## config.mk

```make
export PLATFORM = sky130hd
export DESIGN_NAME = bitmap_fit_allocator
export DESIGN_NICKNAME = d
export VERILOG_FILES = /design/src/design/bfa_pkg.sv /design/src/design/bfa_map_ram.sv /design/src/design/bfa_hole_scan.sv /design/src/design/bitmap_fit_allocator.sv
export SDC_FILE = /design/constraint.sdc
export NUM_CORES = 1
export LEC_CHECK = 0
export BUFFER_PORTS_ARGS = -buffer_cell sky130_fd_sc_hd__buf_2
export CAP_MARGIN = 20
export CORE_MARGIN = 2
export CORE_UTILIZATION = 35
export DETAILED_ROUTE_END_ITERATION = 12
export REMOVE_ABC_BUFFERS = 1
export SLEW_MARGIN = 20
export SYNTH_ARGS = -nofsm -noshare
export SYNTH_HDL_FRONTEND = slang
export SYNTH_SLANG_ARGS = --single-unit
```

## constraint.sdc

```tcl
create_clock -name clk_i -period 10.9 [get_ports clk_i]
set_input_delay 2.18 -clock clk_i [delete_from_list [all_inputs] [get_ports clk_i]]
set_output_delay 2.18 -clock clk_i [all_outputs]
set_load 0.005 [all_outputs]
```

## src/design/bfa_pkg.sv

```systemverilog
// shared constants, types and codes for the bitmap fit allocator
// no dependencies; imported by every module of the block
package bfa_pkg;

  localparam int BLOCKS   = 128;
  localparam int AW       = $clog2(BLOCKS);
  localparam int CW       = $clog2(BLOCKS + 1);
  localparam int CMD_W    = 2;
  localparam int LEN_W    = 8;
  localparam int START_W  = 7;
  localparam int STATUS_W = 2;
  localparam int LW       = (CW > LEN_W) ? CW : LEN_W;
  localparam int SUM_W    = ((CW > START_W) ? ((CW > LEN_W) ? CW : LEN_W)
                                            : ((START_W > LEN_W) ? START_W : LEN_W)) + 1;

  typedef enum logic [CMD_W-1:0] {
    CMD_FIRST = 2'd0,
    CMD_BEST  = 2'd1,
    CMD_WORST = 2'd2,
    CMD_FREE  = 2'd3
  } cmd_e;

  typedef enum logic [STATUS_W-1:0] {
    STAT_DONE    = 2'd0,
    STAT_NOSPACE = 2'd1,
    STAT_INVALID = 2'd2
  } status_e;

  typedef enum logic [2:0] {
    S_CLEAR,
    S_IDLE,
    S_SCAN,
    S_TAIL,
    S_PICK,
    S_MARK,
    S_RESP
  } state_e;

  // one bit of the map as it comes back from the memory
  typedef struct packed {
    logic          vld;
    logic          occ;
    logic [AW-1:0] idx;
  } scan_beat_t;

  // hole chosen so far by the scan
  typedef struct packed {
    logic          found;
    logic [AW-1:0] start;
  } hole_res_t;

endpackage

```

## src/design/bfa_map_ram.sv

```systemverilog
// occupancy map storage: one bit per block, one write and one read port
// registered read data; depends on bfa_pkg
module bfa_map_ram
  import bfa_pkg::*;
(
  input  logic          clk_i,
  input  logic          we_i,
  input  logic [AW-1:0] waddr_i,
  input  logic          wdata_i,
  input  logic          re_i,
  input  logic [AW-1:0] raddr_i,
  output logic          rdata_o
);

  logic mem_q [BLOCKS];
  logic rdata_q;

  always_ff @(posedge clk_i) begin
    if (we_i) begin
      mem_q[waddr_i] <= wdata_i;
    end
  end

  always_ff @(posedge clk_i) begin
    if (re_i) begin
      rdata_q <= mem_q[raddr_i];
    end
  end

  assign rdata_o = rdata_q;

endmodule

```

## src/design/bfa_hole_scan.sv

```systemverilog
// hole tracker: follows the map bit by bit and keeps the hole picked by the policy
// depends on bfa_pkg
module bfa_hole_scan
  import bfa_pkg::*;
(
  input  logic             clk_i,
  input  logic             rst_ni,
  input  logic             start_i,
  input  scan_beat_t       beat_i,
  input  cmd_e             policy_i,
  input  logic [LEN_W-1:0] req_len_i,
  output hole_res_t        res_o
);

  logic          in_hole_q, in_hole_d;
  logic          found_q, found_d;
  logic [CW-1:0] hole_len_q, hole_len_d;
  logic [AW-1:0] hole_start_q, hole_start_d;
  logic [CW-1:0] best_len_q, best_len_d;
  logic [AW-1:0] best_start_q, best_start_d;

  logic          is_free, is_last, closes, fits, better;
  logic [CW-1:0] len_inc, close_len;
  logic [AW-1:0] close_start;

  always_comb begin
    is_free     = !beat_i.occ;
    is_last     = (beat_i.idx == AW'(BLOCKS - 1));
    len_inc     = in_hole_q ? hole_len_q + CW'(1) : CW'(1);
    // a hole ends at an occupied bit or at the end of the map
    closes      = beat_i.vld && ((beat_i.occ && in_hole_q) || (is_free && is_last));
    close_len   = beat_i.occ ? hole_len_q : len_inc;
    close_start = in_hole_q ? hole_start_q : beat_i.idx;
    fits        = LW'(close_len) >= LW'(req_len_i);
    case (policy_i)
      CMD_FIRST: better = !found_q;
      CMD_BEST:  better = !found_q || (close_len < best_len_q);
      CMD_WORST: better = !found_q || (close_len > best_len_q);
      default:   better = 1'b0;
    endcase

    in_hole_d    = in_hole_q;
    found_d      = found_q;
    hole_len_d   = hole_len_q;
    hole_start_d = hole_start_q;
    best_len_d   = best_len_q;
    best_start_d = best_start_q;
    if (start_i) begin
      in_hole_d = 1'b0;
      found_d   = 1'b0;
    end else if (beat_i.vld) begin
      in_hole_d    = is_free;
      hole_len_d   = is_free ? len_inc : '0;
      hole_start_d = close_start;
      if (closes && fits && better) begin
        found_d      = 1'b1;
        best_len_d   = close_len;
        best_start_d = close_start;
      end
    end
  end

  always_ff @(posedge clk_i or negedge rst_ni) begin
    if (!rst_ni) begin
      in_hole_q <= 1'b0;
      found_q   <= 1'b0;
    end else begin
      in_hole_q <= in_hole_d;
      found_q   <= found_d;
    end
  end

  always_ff @(posedge clk_i) begin
    hole_len_q   <= hole_len_d;
    hole_start_q <= hole_start_d;
    best_len_q   <= best_len_d;
    best_start_q <= best_start_d;
  end

  assign res_o.found = found_q;
  assign res_o.start = best_start_q;

endmodule

```

## src/design/bitmap_fit_allocator.sv

```systemverilog
// bitmap fit allocator: first, best and worst fit allocation and free over a 128-block occupancy map
// an allocation scans the whole map, picks a hole, marks the run if one is found and
// responds; a free clears its run and responds; a rejected request goes straight to the
// response step. one request in flight: the next one is taken only after the result has
// entered the output register. the map port reads one bit per cycle while scanning and
// writes one bit per cycle while marking. after reset a clearing pass zeroes the map
module bitmap_fit_allocator
  import bfa_pkg::*;
(
  input  logic                clk_i,
  input  logic                rst_ni,
  // request channel
  input  logic                in_valid_i,
  output logic                in_stall_o,
  input  logic [CMD_W-1:0]    cmd_i,
  input  logic [LEN_W-1:0]    run_length_i,
  input  logic [START_W-1:0]  free_start_i,
  // result channel
  output logic                out_valid_o,
  input  logic                out_stall_i,
  output logic [STATUS_W-1:0] status_o,
  output logic [START_W-1:0]  run_start_o
);

  // control state
  state_e        state_q, state_d;
  logic [CW-1:0] cnt_q, cnt_d;             // clear and scan address counter
  logic          beat_vld_q;
  logic          out_valid_q, out_valid_d;

  // request and working payload
  cmd_e             cmd_q, cmd_d;
  logic [LEN_W-1:0] len_q, len_d;
  logic [LEN_W-1:0] rem_q, rem_d;          // blocks still to mark
  logic [AW-1:0]    mark_addr_q, mark_addr_d;
  logic             mark_val_q, mark_val_d;
  status_e          res_status_q, res_status_d;
  logic [START_W-1:0] res_start_q, res_start_d;
  logic [AW-1:0]    beat_idx_q;
  status_e          status_q, status_d;
  logic [START_W-1:0] run_start_q, run_start_d;

  // memory port and scan wiring
  logic          ram_we, ram_wdata, ram_re, ram_rdata;
  logic [AW-1:0] ram_waddr;
  scan_beat_t    beat;
  hole_res_t     hole;

  logic                in_acc;
  logic                len_zero;
  logic                free_oob;
  logic                slot_free;
  cmd_e                in_cmd;

  assign in_cmd    = cmd_e'(cmd_i);
  assign in_acc    = in_valid_i && !in_stall_o;
  assign len_zero  = (run_length_i == '0);
  // a free must stay inside the map
  assign free_oob  = (SUM_W'(free_start_i) + SUM_W'(run_length_i)) > SUM_W'(BLOCKS);
  // the output register can take a new result when empty or being drained
  assign slot_free = !out_valid_q || !out_stall_i;

  // next state
  always_comb begin
    state_d = state_q;
    case (state_q)
      S_CLEAR: begin
        if (cnt_q == CW'(BLOCKS - 1)) state_d = S_IDLE;
      end
      S_IDLE: begin
        if (in_valid_i) begin
          if (len_zero) begin
            state_d = S_RESP;
          end else if (in_cmd == CMD_FREE) begin
            state_d = free_oob ? S_RESP : S_MARK;
          end else begin
            state_d = S_SCAN;
          end
        end
      end
      S_SCAN: begin
        if (cnt_q == CW'(BLOCKS - 1)) state_d = S_TAIL;
      end
      S_TAIL: state_d = S_PICK;   // last bit reaches the tracker
      S_PICK: state_d = hole.found ? S_MARK : S_RESP;
      S_MARK: begin
        if (rem_q == LEN_W'(1)) state_d = S_RESP;
      end
      S_RESP: begin
        if (slot_free) state_d = S_IDLE;
      end
      default: state_d = S_CLEAR;
    endcase
  end

  // state outputs: handshake and memory port
  always_comb begin
    in_stall_o = 1'b1;
    ram_we     = 1'b0;
    ram_waddr  = mark_addr_q;
    ram_wdata  = mark_val_q;
    ram_re     = 1'b0;
    case (state_q)
      S_CLEAR: begin
        ram_we    = 1'b1;
        ram_waddr = cnt_q[AW-1:0];
        ram_wdata = 1'b0;
      end
      S_IDLE: in_stall_o = 1'b0;
      S_SCAN: ram_re = 1'b1;
      S_MARK: ram_we = 1'b1;
      default: ;
    endcase
  end

  // datapath
  always_comb begin
    cnt_d        = cnt_q;
    cmd_d        = cmd_q;
    len_d        = len_q;
    rem_d        = rem_q;
    mark_addr_d  = mark_addr_q;
    mark_val_d   = mark_val_q;
    res_status_d = res_status_q;
    res_start_d  = res_start_q;
    out_valid_d  = out_valid_q && out_stall_i;
    status_d     = status_q;
    run_start_d  = run_start_q;
    case (state_q)
      S_CLEAR, S_SCAN: cnt_d = cnt_q + CW'(1);
      S_IDLE: begin
        if (in_acc) begin
          cmd_d        = in_cmd;
          len_d        = run_length_i;
          cnt_d        = '0;
          res_status_d = STAT_INVALID;
          res_start_d  = '0;
          if (!len_zero && in_cmd == CMD_FREE && !free_oob) begin
            res_status_d = STAT_DONE;
            res_start_d  = free_start_i;
            mark_addr_d  = AW'(free_start_i);
            mark_val_d   = 1'b0;
            rem_d        = run_length_i;
          end
        end
      end
      S_PICK: begin
        if (hole.found) begin
          res_status_d = STAT_DONE;
          res_start_d  = START_W'(hole.start);
          mark_addr_d  = hole.start;
          mark_val_d   = 1'b1;
          rem_d        = len_q;
        end else begin
          res_status_d = STAT_NOSPACE;
          res_start_d  = '0;
        end
      end
      S_MARK: begin
        mark_addr_d = mark_addr_q + AW'(1);
        rem_d       = rem_q - LEN_W'(1);
      end
      S_RESP: begin
        if (slot_free) begin
          out_valid_d = 1'b1;
          status_d    = res_status_q;
          run_start_d = res_start_q;
        end
      end
      default: ;
    endcase
  end

  always_ff @(posedge clk_i or negedge rst_ni) begin
    if (!rst_ni) begin
      state_q     <= S_CLEAR;
      cnt_q       <= '0;
      beat_vld_q  <= 1'b0;
      out_valid_q <= 1'b0;
    end else begin
      state_q     <= state_d;
      cnt_q       <= cnt_d;
      beat_vld_q  <= (state_q == S_SCAN);
      out_valid_q <= out_valid_d;
    end
  end

  always_ff @(posedge clk_i) begin
    cmd_q        <= cmd_d;
    len_q        <= len_d;
    rem_q        <= rem_d;
    mark_addr_q  <= mark_addr_d;
    mark_val_q   <= mark_val_d;
    res_status_q <= res_status_d;
    res_start_q  <= res_start_d;
    beat_idx_q   <= cnt_q[AW-1:0];
    status_q     <= status_d;
    run_start_q  <= run_start_d;
  end

  // scan and mark never overlap, so no forwarding is needed on the map
  bfa_map_ram u_map (
    .clk_i   (clk_i),
    .we_i    (ram_we),
    .waddr_i (ram_waddr),
    .wdata_i (ram_wdata),
    .re_i    (ram_re),
    .raddr_i (cnt_q[AW-1:0]),
    .rdata_o (ram_rdata)
  );

  assign beat.vld = beat_vld_q;
  assign beat.occ = ram_rdata;
  assign beat.idx = beat_idx_q;

  bfa_hole_scan u_scan (
    .clk_i     (clk_i),
    .rst_ni    (rst_ni),
    .start_i   (state_q == S_IDLE),
    .beat_i    (beat),
    .policy_i  (cmd_q),
    .req_len_i (len_q),
    .res_o     (hole)
  );

  assign out_valid_o = out_valid_q;
  assign status_o    = status_q;
  assign run_start_o = run_start_q;

  // a result only appears after the response step
  a_result_from_resp: assert property (@(posedge clk_i) disable iff (!rst_ni)
    $rose(out_valid_q) |-> $past(state_q == S_RESP))
    else $error("result raised outside the response step");

  // the map is never read and written in the same cycle
  a_no_port_clash: assert property (@(posedge clk_i) disable iff (!rst_ni)
    !(ram_we && ram_re))
    else $error("map read and write in the same cycle");

  // failed requests report start zero
  a_err_start_zero: assert property (@(posedge clk_i) disable iff (!rst_ni)
    (out_valid_q && status_q != STAT_DONE) |-> (run_start_q == '0))
    else $error("non-zero start on a failed request");

  // marking only follows a found hole or an accepted free
  a_mark_entry: assert property (@(posedge clk_i) disable iff (!rst_ni)
    $rose(state_q == S_MARK) |-> $past(state_q == S_IDLE) || $past(hole.found))
    else $error("marking without a hole");

endmodule

```

Word-level counts from Yosys, hierarchy flattened. Memory sizes are Yosys's and may differ from the RTL's. A register that Yosys moved wholly into a read port is not among the register bits. Index checks and enable logic that the tools add are counted.

Register bits: 96. Memory bits (writable): 128. Bits of input ports: 21. Output and inout bits: 11. Word-level logic and storage cells: 140. Memories kept: 1.

Memory list: u_map.mem_q (depth 128, width 1, read ports 1, clocked after Yosys merged registers in 1, wr ports 1, RTL line bfa_map_ram.sv:15) `logic mem_q [BLOCKS];`.

$add $sub $neg: 5. Magnitude comparators: 4. Eq/ne operators: 20. Mux-type cells: 50. Bitwise operators: 1. Reduce and logical (&&, ||, !) cells: 39.

Operators with widths (number): 2-to-1 mux 7 bit (8); 2-to-1 mux 8 bit (6); one-hot mux 8 bit (3 select lines) (1); 2-to-1 mux 3 bit (7); one-hot mux 3 bit (7 select lines) (1); one-hot mux 7 bit (3 select lines) (1); 2-to-1 mux 1 bit (17); adder 8 x 1 -> 8 bit, second input constant (2); one-hot mux 8 bit (2 select lines) (1); != test 2 bit, second input constant (7); one-hot mux 7 bit (2 select lines) (1); AND reduction 2 bit (6); adder 7 x 8 -> 9 bit (1); equality test 3 bit, second input constant (3); greater-than comparator 9 x 8 -> 1 bit, second input constant (1); logical AND 1 bit (9); equality test 8 x 1 -> 1 bit, second input constant (1); equality test 8 x 7 -> 1 bit, second input constant (1); >= comparator 8 bit (1); greater-than comparator 8 bit (1); zero test 8 bit (1); < comparator 8 bit (1); 2-to-1 mux 2 bit (4); AND reduction 4 bit (2); 21 further kinds (35).

Logic depth before layout (Yosys ltp).
Depth in word-level cells: 10. Depth in mapped cells: 12. Gate-level depth less buffers: 12.

By module. A second synthesis with hierarchy kept.

Cell total of the unflattened synthesis: 861. Area, all modules: 10844.2 um2.

Modules (own cells, without submodules): bfa_map_ram (instances 1, cells an instance 395, area each 5729.2 um2, seq. area each 3873.7 um2); bitmap_fit_allocator (instances 1, cells an instance 317, area each 3338.2 um2, seq. area each 1786.7 um2); bfa_hole_scan (instances 1, cells an instance 149, area each 1776.7 um2, seq. area each 950.9 um2).

Worst setup path before layout. No wires, ideal clock.

Kind: in2reg. Start: input port run_length_i[0]. End: register mark_addr_q[0], enable pin. Library setup time: 393 ps. Arrival: 4621 ps. Setup slack: 5886 ps. Cell stages on the path: 9. Cell sequence: ha_1 fa_1 a21oi_1 o221a_2 xnor2_1 nor4_1 o211ai_1 clkbuf_1 o22ai_1.

Longest elaborated chain between the ends: 6. Elaborated cells between the ends (all ways): 9.

RTL lines: from (decl) (RTL line bitmap_fit_allocator.sv:16) `input logic [LEN_W-1:0] run_length_i,`; adder 7 x 8 -> 9 bit / zero test 8 bit (equally long branches) (RTL line bitmap_fit_allocator.sv:59, bitmap_fit_allocator.sv:57); greater-than comparator 9 x 8 -> 1 bit / zero test 1 bit (equally long branches) (RTL line bitmap_fit_allocator.sv:59, bitmap_fit_allocator.sv:138); zero test 1 bit / logical AND 1 bit (equally long branches) (RTL line bitmap_fit_allocator.sv:138) `if (!len_zero && in_cmd == CMD_FREE && !free_oob) begin`; logical AND 1 bit (*) (RTL line bitmap_fit_allocator.sv:138); != test 2 bit (no source line) (*); AND reduction 4 bit (no source line) (*); to (signal assigned) (RTL line bitmap_fit_allocator.sv:192) `mark_addr_q <= mark_addr_d;`; to (decl) (RTL line bitmap_fit_allocator.sv:35) `logic [AW-1:0] mark_addr_q, mark_addr_d;`.

Every way passes the cells marked *; elsewhere a longest branch is shown, timed or not. A chain may end at the register's enable or synchronous reset.

Final worst setup path.
Start: input port run_length_i[0]. End: register rem_q[6], enable pin.

Longest elaborated chain between the ends: 6. Elaborated cells between the ends (all ways): 9.

RTL lines: adder 7 x 8 -> 9 bit / zero test 8 bit (equally long branches) (RTL line bitmap_fit_allocator.sv:59, bitmap_fit_allocator.sv:57); greater-than comparator 9 x 8 -> 1 bit / zero test 1 bit (equally long branches) (RTL line bitmap_fit_allocator.sv:59, bitmap_fit_allocator.sv:138); zero test 1 bit / logical AND 1 bit (equally long branches) (RTL line bitmap_fit_allocator.sv:138); logical AND 1 bit (*) (RTL line bitmap_fit_allocator.sv:138); != test 2 bit (no source line) (*); AND reduction 4 bit (no source line) (*); to (signal assigned) (RTL line bitmap_fit_allocator.sv:191) `rem_q <= rem_d;`; to (decl) (RTL line bitmap_fit_allocator.sv:34) `logic [LEN_W-1:0] rem_q, rem_d;`.

Marked as above.

==> reports/qor.csv <==
stage,metric,value,unit
setup_path,r2r-start,state_q[0]$_DFFE_PN0P_,
power,power.switching,1.24,mW
floorplan,core_area,0.0306,mm2
timing,tightest_slew,0.977,ns
clock_tree,ctsHoldBuffers,0,
synthesis,syn_inst,911,
placed_design,placed_cells,1300,
route,routed-wl-met3,1.45,mm
clock_tree,post_cts_buffers,0,
setup_path,cp-start-kind,input pin,
setup_path,worstPathArrival,4.68,ns
setup_path,reg2reg_depth,5,
timing,finalMaxSlewViolations,0,
floorplan,pin_count,32,
grt,grt_antenna_before_repair,0,
setup_path,timing.rr.end,u_map.mem_q[13]$_DFFE_PP_,
min_path,hold_end,run_start_o[4]$_DFFE_PP_,
timing,finalCritPeriodShare,41.0,%
setup_path,worstSetupEndpointType,register,
setup_path,cp-startpoint,run_length_i[0],
route,drc_errors,0,
power,comb_power_share,34.9,%
status,outcome,"complete, no violations",
clock_tree,cts_tree,yes,
clock_tree,clockBufferDepth,3,
synthesis,ys_seq_area_share,60.8,%
finish,fin_nets,984,
timing,fmax,224,MHz
power,pwr-share-seq,41.4,%
synthesis,mappedNetlistArea,0.0109,mm2
grt,grt_max_degree,129,
timing,rsz0062_at_grt,no,
finish,multi_input_area,0.00396,mm2
clock_tree,cts_buffers,25,
grt,grt_pass1_vias,6986,
synthesis,synth_seq_cells,225,
route,via_per_inst,5.28,
finish,final_area,0.0121,mm2
synthesis,ys_warn_count,0,
synthesis,ys.flop_type,edfxtp_1,
clock_tree,root_buffer,clkbuf_16,
synthesis,synth_cell_type_count,61,
clock_tree,cts_sinks,225,
power,power_frac_clock,23.7,%
route,ant_nets,0,
finish,area_delta_synth_final,11.5,%
floorplan,fp.dieH,180,um
setup_path,path_max_fanout,15,
route,drt_iter0_markers,667,
synthesis,synth_area_per_cell,11.9,um2
run,cap_viol_max_count,0,
grt,grt_pass1_wl,38.9,mm
clock_tree,clk_pin_slew_worst_paths,0.06,ns
floorplan,num_rows,64,
floorplan,dieArea,0.0325,mm2
power,internal_power,1.99,mW
setup_path,criticalPathCategory,input pin to register,
synthesis,async_flop_share,6.67,%
finish,final_cells,1346,
finish,antennaDiodeCount,0,
timing,hold_viol,0,
clock_tree,worstSkewPairLatency,0.52,ns
placed_design,io_buffers,31,
min_path,min_from,res_start_q[4]$_DFFE_PP_,
setup_path,reg2reg_slack,7.37,ns
timing,setup_viol,0,
min_path,hold_class,register to register,
power,powerDensity,266,mW/mm2
route,highest_layer,met4,
finish,drive_above_1_share,11.6,%
timing,max_slew_margin,34.9,%
synthesis,synth_edf_count,203,
finish,fill_cells,3001,
finish,regArea,0.00661,mm2
min_path,hold_depth,0,
clock_tree,cts-resized-gates,0,
route,drt-total-wl,24.6,mm
floorplan,start_util,35.5,%
clock_tree,h-tree-depth,1,
route,routedWlPerCell,18.3,um
timing,skew,0.00855,ns
floorplan,die_width,180,um
route,wl_met1,11.0,mm
placed_design,dp_slack,5.88,ns
placed_design,dpl-instance-area,0.0114,mm2
placed_design,gp_congestion,0.859,
route,met2_length,11.7,mm
timing,layout_setup_ws,6.43,ns
timing,fin_setup_tns,0,ns
power,ir_drop,0.160,mV
grt,overflow,0,
grt,track_usage,14.9,%
power,leakagePower,4.25,nW
placed_design,dp_hpwl,16.1,mm
route,dr_total_vias,7102,
power,p_sw_share,38.4,%
route,drt_pass1_iterations,6,
timing,fin_crit,4.47,ns
setup_path,required,11.11,ns
per-layer routing:
metal  global-route usage (%)  up-vias
li1                         -     3365
met1                     20.6     3485
met2                     24.5      221
met3                     2.73       31
met4                     3.55        0
met5                        0        -
per-stage QoR:
stage	hold WS (ns)	power, mW	util [%]
3_3_place_gp	0.403	2.47	37.2
5_1_grt	0.429	3.43	39.6
4_1_cts	0.419	3.25	39.6
3_5_place_dp	0.405	2.48	37.2
6_report	0.420	3.23	39.6
2_1_floorplan	0.400	2.09	-
state kept, by name (all words and copies together) (netlist names), 8 cells and up:
register,flops
u_scan.best_len_q,8
cnt_q,8
u_scan.hole_len_q,8
len_q,8
rem_q,8
u_map.mem_q,128
placed cells by master, fill, tap and decap left out, drive strengths merged, types with 30 or more instances in the layout:
master,instances
clkbuf,31
inv,30
nand2,91
ha,31
o21ai,55
buf,37
mux2i,40
nand3,43
edfxtp,203
nor2,153
kinds of logic (layout without fill, tap and decap cells):
group / Yosys count / in the layout / share of synthesized area, %
buf+inv: 73 / 112 / 2.87
mux: 67 / 67 / 8.52
xor+xnor: 20 / 20 / 1.61
flops: 225 / 225 / 60.8
fa+ha+maj: 32 / 32 / 3.75
compound gates: 128 / 128 / 7.24
simple gates: 366 / 366 / 15.2
worst max-delay path by stage:
stage                               endpoint  slack [ns]
floorplan           mark_addr_q[0]$_DFFE_PP_        5.90
global placement          rem_q[3]$_DFFE_PP_        6.01
detailed placement        rem_q[2]$_DFFE_PP_        5.88
CTS                 mark_addr_q[5]$_DFFE_PP_        6.43
global route              rem_q[6]$_DFFE_PP_        6.26
finish                    rem_q[6]$_DFFE_PP_        6.43
synth_stat cells (3+ instances only):
library cell | count | area share (%)
nor2_1 | 153 | 5.3
nor2b_1 | 10 | 0.58
a21o_1 | 12 | 0.83
nor4_1 | 4 | 0.23
xnor2_1 | 8 | 0.64
o211ai_1 | 4 | 0.28
a31oi_1 | 3 | 0.17
dfrtp_1 | 15 | 3.5
nand4_1 | 5 | 0.29
nand2b_1 | 11 | 0.63
nand2_1 | 91 | 3.1
nand3b_1 | 12 | 0.83
a22oi_1 | 7 | 0.48
edfxtp_1 | 203 | 56
o31ai_1 | 4 | 0.28
buf_1 | 3 | 0.10
xor2_1 | 12 | 0.97
mux2_2 | 8 | 0.83
or4_1 | 3 | 0.21
o21ai_0 | 53 | 2.4
ha_1 | 31 | 3.6
nand3_1 | 43 | 2.0
mux2i_1 | 40 | 3.7
and3_1 | 3 | 0.17
nor3_1 | 9 | 0.41
or3_1 | 7 | 0.40
inv_1 | 28 | 0.97
a21oi_1 | 20 | 0.92
or2_2 | 3 | 0.17
a211oi_1 | 5 | 0.35
buf_2 | 18 | 0.83
mux4_2 | 17 | 3.5
and2_1 | 6 | 0.35
dfxtp_1 | 7 | 1.3
clkbuf_1 | 20 | 0.69
layout make-up:
cell class / instances / area share, %
Clock inverter: 15 / 0.661
Sequential cell: 225 / 54.6
Inverter: 29 / 0.898
Clock buffer: 31 / 5.43
Timing Repair Buffer: 37 / 1.68
Tap cell: 396 / 4.09
Multi-Input combinational cell: 613 / 32.7
worst max-delay path: stages:
cell,delay [ns]
buf_2,0.12
ha_1,0.23
fa_1,0.42
a21oi_1,0.21
o221a_2,0.24
xnor2_1,0.06
nor4_1,0.31
o211ai_1,0.36
o22ai_1,0.27
buf_4,0.27
power groups by stage:
stage               logic [mW]  clock network, mW  registers, mW
floorplan                0.745                  0           1.35
global placement          1.12                  0           1.35
detailed placement        1.13                  0           1.35
CTS                       1.13              0.781           1.34
global route              1.26              0.818           1.36
finish                    1.13              0.764           1.34
Note: power is estimated with default switching activity, not from simulation.
